`config.mk`:
```
export PLATFORM = sky130hd
export DESIGN_NAME = moisture_scale_moving_average
export DESIGN_NICKNAME = d
export VERILOG_FILES = /design/src/rtl/msma_pkg.sv /design/src/rtl/msma_ctrl.sv /design/src/rtl/msma_dpath.sv /design/src/rtl/moisture_scale_moving_average.sv
export SDC_FILE = /design/constraint.sdc
export NUM_CORES = 1
export LEC_CHECK = 0
export ABC_AREA = 0
export BUFFER_PORTS_ARGS = -buffer_cell sky130_fd_sc_hd__buf_2
export CAP_MARGIN = 20
export CORE_MARGIN = 10
export CORE_UTILIZATION = 50
export CTS_CLUSTER_SIZE = 12
export DETAILED_ROUTE_END_ITERATION = 8
export PLACE_DENSITY_LB_ADDON = 0.25
export SLEW_MARGIN = 20
export SYNTH_ARGS = -nofsm -noshare
export SYNTH_HDL_FRONTEND = slang
export SYNTH_SLANG_ARGS = --single-unit
export TNS_END_PERCENT = 30
```
`constraint.sdc`:
```
create_clock -name clock -period 8.1 [get_ports clock]
set_clock_uncertainty 0.05 [all_clocks]
set_input_delay 0.405 -clock clock [delete_from_list [all_inputs] [get_ports clock]]
set_output_delay 0.405 -clock clock [all_outputs]
set_load 0.05 [all_outputs]
```
`src/rtl/msma_pkg.sv`:
```
// Shared types and constants of the moisture scaling moving-average block.
package msma_pkg;

   // Field widths
   localparam int RAW_W     = 10;
   localparam int PCT_W     = 7;
   localparam int SUM_W     = 10;
   localparam int CSR_IDX_W = 2;

   // Scaling and saturation constants
   localparam int PctFull   = 100;
   localparam int SumMax    = 1023;
   localparam int WINDOW_DEF = 10;
   localparam int DryReset  = 600;
   localparam int WetReset  = 300;

   // Divider: dividend is a 10-bit magnitude times 100, which needs 17 bits
   localparam int QUO_W     = 17;
   localparam int DivSteps  = QUO_W;
   localparam int CNT_W     = 5;

   // Request stream payload widths, padded to whole bytes
   localparam int REQ_DATA_W = 16;
   localparam int RSP_DATA_W = 24;

   // Register indexes
   localparam logic [CSR_IDX_W-1:0] CSR_DRY = 2'd0;
   localparam logic [CSR_IDX_W-1:0] CSR_WET = 2'd1;

   // Controller to datapath commands
   typedef struct packed {
      logic load;
      logic step;
      logic commit;
   } msma_cmd_type;

   // Datapath to controller status
   typedef struct packed {
      logic out_free;
   } msma_status_type;

endpackage

```
`src/rtl/msma_ctrl.sv`:
```
// Controller state machine: sequences load, divide steps and commit of one request.
module msma_ctrl
   import msma_pkg::*;
(
   input  logic            clock,
   input  logic            reset,
   input  logic            req_tvalid,
   output logic            req_tready,
   input  msma_status_type status,
   output msma_cmd_type    cmd
);

   typedef enum logic [1:0] {
      ST_IDLE,
      ST_DIV,
      ST_FINISH
   } state_type;

   state_type        state_ff, state_in;
   logic [CNT_W-1:0] cnt_ff, cnt_in;

   // Decode commands from the current state
   assign req_tready = (state_ff == ST_IDLE);
   assign cmd.load   = (state_ff == ST_IDLE) && req_tvalid;
   assign cmd.step   = (state_ff == ST_DIV);
   assign cmd.commit = (state_ff == ST_FINISH) && status.out_free;

   // Next state
   always_comb begin
      state_in = state_ff;
      cnt_in   = cnt_ff;
      unique case (state_ff)
         ST_IDLE: begin
            cnt_in = '0;
            if (req_tvalid) begin
               state_in = ST_DIV;
            end
         end
         ST_DIV: begin
            cnt_in = cnt_ff + 1'b1;
            if (cnt_ff == CNT_W'(DivSteps - 1)) begin
               state_in = ST_FINISH;
            end
         end
         ST_FINISH: begin
            if (status.out_free) begin
               state_in = ST_IDLE;
            end
         end
         default: begin
            state_in = ST_IDLE;
         end
      endcase
   end

   // Hold state and step count
   always_ff @(posedge clock) begin
      if (reset) begin
         state_ff <= ST_IDLE;
         cnt_ff   <= '0;
      end else begin
         state_ff <= state_in;
         cnt_ff   <= cnt_in;
      end
   end

`ifndef SYNTHESIS
   a_one_in_flight: assert property (@(posedge clock) disable iff (reset)
      (req_tvalid && req_tready) |=> !req_tready)
      else $error("request accepted while another is in flight");
   a_div_count: assert property (@(posedge clock) disable iff (reset)
      (state_ff == ST_DIV) |-> (cnt_ff <= CNT_W'(DivSteps - 1)))
      else $error("divide step count out of range");
   a_full_divide: assert property (@(posedge clock) disable iff (reset)
      cmd.load |=> ##(DivSteps) (state_ff == ST_FINISH))
      else $error("divide did not run all steps");
`endif

endmodule

```
`src/rtl/msma_dpath.sv`:
```
// Datapath: calibration registers, scaling divider, sample ring, total and result register.
module msma_dpath
   import msma_pkg::*;
#(
   parameter int WINDOW = WINDOW_DEF
)(
   input  logic                  clock,
   input  logic                  reset,
   input  logic                  csr_valid,
   input  logic [CSR_IDX_W-1:0]  csr_index,
   input  logic [RAW_W-1:0]      csr_data,
   input  logic [RAW_W-1:0]      raw_sample,
   input  msma_cmd_type          cmd,
   output msma_status_type       status,
   output logic                  rsp_tvalid,
   input  logic                  rsp_tready,
   output logic [PCT_W-1:0]      percent_now,
   output logic [SUM_W-1:0]      window_sum
);

   localparam int SLOT_W  = (WINDOW > 1) ? $clog2(WINDOW) : 1;
   localparam int TOT_MAX = WINDOW * PctFull;
   localparam int TOT_W   = $clog2(TOT_MAX + 1);
   localparam int SAT_W   = (TOT_W > SUM_W) ? TOT_W : SUM_W + 1;

   logic [RAW_W-1:0]  dry_ff, wet_ff;
   logic [QUO_W-1:0]  dvd_ff, dvd_in;
   logic [QUO_W-1:0]  quo_ff, quo_in;
   logic [RAW_W-1:0]  rem_ff, rem_in;
   logic [RAW_W-1:0]  den_ff;
   logic              den_zero_ff, mismatch_ff;
   logic [PCT_W-1:0]  old_ff;
   logic              old_vld_ff;
   logic [SLOT_W-1:0] slot_ff, slot_in;
   logic [TOT_W-1:0]  total_ff, total_in;
   logic [WINDOW-1:0] valid_ff;
   logic [PCT_W-1:0]  ring_mem [WINDOW];
   logic              rsp_valid_ff;
   logic [PCT_W-1:0]  pct_out_ff;
   logic [SUM_W-1:0]  sum_out_ff;

   logic              num_neg, den_neg;
   logic [RAW_W-1:0]  num_mag, den_mag;
   logic [RAW_W:0]    rem_shift;
   logic              fits;
   logic [PCT_W-1:0]  pct_calc, old_val;
   logic [SAT_W-1:0]  tot_ext;
   logic [SUM_W-1:0]  sum_sat;

   // Write calibration registers; ignore unknown indexes
   always_ff @(posedge clock) begin
      if (reset) begin
         dry_ff <= RAW_W'(DryReset);
         wet_ff <= RAW_W'(WetReset);
      end else if (csr_valid) begin
         unique case (csr_index)
            CSR_DRY: dry_ff <= csr_data;
            CSR_WET: wet_ff <= csr_data;
            default: ;
         endcase
      end
   end

   // Take magnitudes and signs of numerator and denominator
   always_comb begin
      num_neg = raw_sample < dry_ff;
      num_mag = num_neg ? (dry_ff - raw_sample) : (raw_sample - dry_ff);
      den_neg = wet_ff < dry_ff;
      den_mag = den_neg ? (dry_ff - wet_ff) : (wet_ff - dry_ff);
   end

   // One restoring divide step
   always_comb begin
      rem_shift = {rem_ff, dvd_ff[QUO_W-1]};
      fits      = rem_shift >= {1'b0, den_ff};
      rem_in    = fits ? RAW_W'(rem_shift - {1'b0, den_ff}) : rem_shift[RAW_W-1:0];
      quo_in    = {quo_ff[QUO_W-2:0], fits};
      dvd_in    = {dvd_ff[QUO_W-2:0], 1'b0};
   end

   // Load operands or advance the divider
   always_ff @(posedge clock) begin
      if (cmd.load) begin
         dvd_ff      <= QUO_W'(num_mag) * QUO_W'(PctFull);
         quo_ff      <= '0;
         rem_ff      <= '0;
         den_ff      <= den_mag;
         den_zero_ff <= (den_mag == '0);
         mismatch_ff <= (num_neg != den_neg);
      end else if (cmd.step) begin
         dvd_ff <= dvd_in;
         quo_ff <= quo_in;
         rem_ff <= rem_in;
      end
   end

   // Clamp the quotient to the percentage range; a zero span or opposite signs give zero
   always_comb begin
      if (den_zero_ff || mismatch_ff || (quo_ff == '0)) begin
         pct_calc = '0;
      end else if (quo_ff > QUO_W'(PctFull)) begin
         pct_calc = PCT_W'(PctFull);
      end else begin
         pct_calc = quo_ff[PCT_W-1:0];
      end
   end

   // Ring memory: read the slot on load, write it on commit
   always_ff @(posedge clock) begin
      if (cmd.load) begin
         old_ff <= ring_mem[slot_ff];
      end
      if (cmd.commit) begin
         ring_mem[slot_ff] <= pct_calc;
      end
   end

   // Mark written entries; unwritten ones read as zero
   always_ff @(posedge clock) begin
      if (reset) begin
         valid_ff <= '0;
      end else if (cmd.commit) begin
         valid_ff[slot_ff] <= 1'b1;
      end
   end

   always_ff @(posedge clock) begin
      if (cmd.load) begin
         old_vld_ff <= valid_ff[slot_ff];
      end
   end

   // Update running total and advance the slot
   always_comb begin
      old_val  = old_vld_ff ? old_ff : '0;
      total_in = total_ff - TOT_W'(old_val) + TOT_W'(pct_calc);
      slot_in  = (slot_ff == SLOT_W'(WINDOW - 1)) ? '0 : slot_ff + 1'b1;
      tot_ext  = SAT_W'(total_in);
      sum_sat  = (tot_ext > SAT_W'(SumMax)) ? SUM_W'(SumMax) : tot_ext[SUM_W-1:0];
   end

   always_ff @(posedge clock) begin
      if (reset) begin
         total_ff <= '0;
         slot_ff  <= '0;
      end else if (cmd.commit) begin
         total_ff <= total_in;
         slot_ff  <= slot_in;
      end
   end

   // Result register: hold until taken
   always_ff @(posedge clock) begin
      if (reset) begin
         rsp_valid_ff <= 1'b0;
      end else if (cmd.commit) begin
         rsp_valid_ff <= 1'b1;
      end else if (rsp_tready) begin
         rsp_valid_ff <= 1'b0;
      end
   end

   always_ff @(posedge clock) begin
      if (cmd.commit) begin
         pct_out_ff <= pct_calc;
         sum_out_ff <= sum_sat;
      end
   end

   assign status.out_free = !rsp_valid_ff || rsp_tready;
   assign rsp_tvalid      = rsp_valid_ff;
   assign percent_now     = pct_out_ff;
   assign window_sum      = sum_out_ff;

`ifndef SYNTHESIS
   a_total_bound: assert property (@(posedge clock) disable iff (reset)
      total_ff <= TOT_W'(TOT_MAX))
      else $error("running total exceeds window capacity");
   a_commit_free: assert property (@(posedge clock) disable iff (reset)
      cmd.commit |-> (!rsp_valid_ff || rsp_tready))
      else $error("result overwritten before taken");
   a_commit_shows: assert property (@(posedge clock) disable iff (reset)
      cmd.commit |=> rsp_valid_ff)
      else $error("committed result not presented");
`endif

endmodule

```
`src/rtl/moisture_scale_moving_average.sv`:
```
// Top level of the moisture scaling moving-average block.
//
//  channel  direction  handshake              payload
//  req      in         req_tvalid/req_tready  req_tdata[9:0]  raw_sample
//  rsp      out        rsp_tvalid/rsp_tready  rsp_tdata[6:0]  percent_now, [16:7] window_sum
//  csr      in         csr_valid/csr_ready    csr_index, csr_data[9:0]
//
//  For each request the accepting edge loads the divider, the bit-serial restoring divider
//  then runs for the calibration map, and a commit writes the ring and the result register.
//  The result is registered at commit and held until taken.
//  The next request is accepted in the cycle after commit, while the result waits.
//  A stalled result delays only the commit of the following request.
//  Reset is synchronous; the ring clears at once through per-entry valid bits.
//  Configuration writes are taken in every cycle.
module moisture_scale_moving_average
   import msma_pkg::*;
#(
   parameter int WINDOW = WINDOW_DEF
)(
   input  logic                   clock,
   input  logic                   reset,
   input  logic                   req_tvalid,
   output logic                   req_tready,
   input  logic [REQ_DATA_W-1:0]  req_tdata,   // [9:0] raw_sample
   output logic                   rsp_tvalid,
   input  logic                   rsp_tready,
   output logic [RSP_DATA_W-1:0]  rsp_tdata,   // [6:0] percent_now, [16:7] window_sum
   input  logic                   csr_valid,
   output logic                   csr_ready,
   input  logic [CSR_IDX_W-1:0]   csr_index,
   input  logic [RAW_W-1:0]       csr_data
);

   msma_cmd_type    cmd;
   msma_status_type status;
   logic [PCT_W-1:0] percent_now;
   logic [SUM_W-1:0] window_sum;

   // Accept configuration writes at any time
   assign csr_ready = 1'b1;

   msma_ctrl u_ctrl (
      .clock      (clock),
      .reset      (reset),
      .req_tvalid (req_tvalid),
      .req_tready (req_tready),
      .status     (status),
      .cmd        (cmd)
   );

   msma_dpath #(
      .WINDOW (WINDOW)
   ) u_dpath (
      .clock       (clock),
      .reset       (reset),
      .csr_valid   (csr_valid),
      .csr_index   (csr_index),
      .csr_data    (csr_data),
      .raw_sample  (req_tdata[RAW_W-1:0]),
      .cmd         (cmd),
      .status      (status),
      .rsp_tvalid  (rsp_tvalid),
      .rsp_tready  (rsp_tready),
      .percent_now (percent_now),
      .window_sum  (window_sum)
   );

   // Pack result fields, lowest first
   assign rsp_tdata = {{(RSP_DATA_W - PCT_W - SUM_W){1'b0}}, window_sum, percent_now};

endmodule

```
==> run metrics <==
Slew Limit Fails 0; synth top area cells edfxtp_1 32%, dfxtp_1 14%, ha_1 10%; Synth top cells by count 122 x edfxtp_1, 110 x nand2_1, 107 x inv_1, 99 x nor2_1, 94 x ha_1; hold path endpoint u_dpath.dry_ff[4]$_SDFFE_PP1P_; first-pass GRT wire length 38.7 mm; Post-CTS Hold Buffers 0; ant diodes 0; Pre-antenna DRT Iters 5; Critical Path AT 6080 ps; pin count of the biggest net entering global routing 54; Ys Warns 0; cts repair resizes 0; Max IR drop VDD about 0.15 mV; Syn Inst Count roughly 1.1k; CTS HTree Levels 1; DRT antenna net count 0; min Tclk post-route 5870 ps; Synth Area per Inst slightly above 10 µm²; WL per Instance roughly 16 µm; Hold Path Origin csr_data[4]; fin cells 1500; vias 8015; Sum Neg Setup Slack 0 ps; Crit Reg-Reg Endpoint u_dpath.dvd_ff[16]$_DFFE_PP_; Finished Cell Area 12800 µm²; post-CTS setup buffers 0; Worst R2R Setup Slack 2230 ps; top cell type by total area after synthesis edfxtp_1; Clock Sinks 201; final setup vio count 0; sequential area share after synthesis 45.1%; initial antenna violation count 0; number of port buffers 45; die width 172 µm; Comb pwr share 33.3%; sequential power share 36.4%; Starting Density about half; CP endpoint kind flop; Clock power frac 30.3%; Reg2Reg Depth 21; total gr overflow 0; clock root buffer master clkbuf_16; Slew @ Worst Pin 1070 ps; cell with the most instances after synthesis edfxtp_1; CTS tree yes; Synth Register Bits roughly 200; Detailed Place HPWL 16.9 mm; Critical Path Source Type flop; I/O pin count 60; Synth Flop Type edfxtp_1; synthesized area 11600 µm²; Placed Cells roughly 1.5k; TritonCTS Buffers 23; Pwr Total between 3 and 4 mW; RSZ-0062 raised after global routing no; final hold violation count 0; ys async rst share 0%; DR DRC count 0; Critical Path RT 8310 ps; final WL 23.4 mm; post-synth cell types 72; reg-to-reg critical path startpoint u_dpath.dry_ff[1]$_SDFFE_PP0P_; die area 29700 µm²; crit share post-route between 70% and 80%; outcome finished clean; routability congestion estimate 0.867; Die Ht 172 µm; placed inst area 12100 µm²; initial DRC count roughly 630; Syn-to-layout area delta 10.4%; share of the synthesized area in the top cell type about a third; CP Max Fanout 15; vias in the first global route slightly below 8k; switch share 32.3%; Max-Cap Viols 0; Post-synth EDFFs 122; Final #Nets roughly 1.3k; Clock transition at path regs 60 ps; CP Class reg2reg; hold depth 2; type of the worst min-delay path in2reg; Max Fclk 170 MHz; switching pwr 1.08 mW; max_slew headroom 28.9%; PwrDens 260 nW/µm²; via/cell ratio 5.34; clk buf depth 3; Row Count 55; Int Pwr between 2 and 2.5 mW; Tot GR Track Use 15.8%; fraction of layout cells with a size suffix above 1 10.4%; worst-skew pair later-pin latency 530 ps; Core ar. 22800 µm²; Leak 5.18 nW
==> how the worst max path moves through the flow <==
stage | start | endpoint
3_5_place_dp | req_tdata[0] | u_dpath.dvd_ff[16]$_DFFE_PP_
2_1_floorplan | req_tdata[0] | u_dpath.dvd_ff[16]$_DFFE_PP_
3_3_place_gp | req_tdata[0] | u_dpath.dvd_ff[16]$_DFFE_PP_
6_report | u_dpath.dry_ff[1]$_SDFFE_PP0P_ | u_dpath.dvd_ff[16]$_DFFE_PP_
4_1_cts | u_dpath.dry_ff[1]$_SDFFE_PP0P_ | u_dpath.dvd_ff[16]$_DFFE_PP_
5_1_grt | u_dpath.dry_ff[1]$_SDFFE_PP0P_ | u_dpath.dvd_ff[16]$_DFFE_PP_
==> per-layer routing <==
layer / vias up / track usage [%] / part of all wire (%) / routed length (µm)
met5: - / 0 / 0 / 0
li1: 4065 / - / - / -
met4: 0 / 3.41 / 1.6 / 378
met1: 3794 / 22.5 / 49 / 11500
met2: 127 / 24.9 / 45 / 10500
met3: 29 / 2.53 / 4.5 / 1060
==> flip-flops by register name, indices dropped and copies added (netlist names) <==
register and count:
u_dpath.den_zero_ff 1, u_dpath.rem_ff 10, u_dpath.percent_now 7, u_dpath.rsp_tvalid 1
u_dpath.old_vld_ff 1, u_dpath.total_ff 10, u_dpath.valid_ff 10, u_dpath.quo_ff 17
u_dpath.old_ff 7, u_dpath.ring_mem 70, u_dpath.den_ff 10, u_dpath.wet_ff 10
u_ctrl.state_ff 2, u_dpath.mismatch_ff 1, u_dpath.window_sum 10, u_dpath.dvd_ff 15
u_ctrl.cnt_ff 5, u_dpath.dry_ff 10, u_dpath.slot_ff 4
==> cells by family after synthesis <==
logic type      share of synthesized area, %
xor+xnor                                3.77
mux                                     5.77
buf+inv                                 5.81
flops                                   45.1
simple gates                            13.2
fa+ha+maj                               13.1
compound gates                          13.2
other cells                           0.0646
==> cell type report <==
class	count	area [µm²]
inverter	108	405
clock inverter	4	37.5
clock buffer	37	709
sequential	201	5250
multi-input combinational	782	5740
timing repair buffer	55	300
fill	1962	9950
tap	313	392
==> cells in the final DEF (no fill, tap or decap), drive strengths merged, types with 7 or more instances in the layout <==
cell	count
a211o	11
a211oi	19
a21o	11
a21oi	65
and2	7
buf	55
clkbuf	37
conb	8
dfxtp	79
edfxtp	122
fa	17
ha	94
inv	111
mux2i	25
mux4	16
nand2	110
nand2b	19
nand3	15
nor2	99
nor2b	21
nor3	22
nor4	10
o21a	12
o21ai	62
o21bai	7
o31ai	7
or3	7
xnor2	31
xor2	19
==> power by group through the flow <==
stage,Combinational [mW],Sequential [mW],Clock (mW)
finish,1.11,1.22,1.01
detailed placement,1.10,1.24,0
global route,1.27,1.22,1.08
global placement,1.08,1.24,0
CTS,1.11,1.22,1.03
floorplan,0.897,1.22,0
==> critical path, stage by stage, from the launching register on <==
cell	delay, ps
dfxtp_1	450
inv_1	200
fa_1	480
a211oi_1	230
o21bai_1	130
o21ai_2	240
o21bai_2	260
a211oi_1	280
a21oi_1	70
xor2_1	380
ha_1	310
ha_1	280
inv_1	50
fa_1	560
inv_1	60
ha_1	310
a21oi_1	280
o21ai_0	120
o211a_1	160
o41ai_1	360
nor4b_1	100
a211o_1	240
==> through the flow <==
step           hold slack [ps]  setup slack (ps)  utilization (%)
2_1_floorplan              385              2820                -
3_3_place_gp               395              2210             53.0
3_5_place_dp               398              2150             53.0
4_1_cts                   47.9              2220             56.3
5_1_grt                   59.5              1750             56.3
6_report                  61.7              2230             56.3
(Power assumes the default switching activity.)
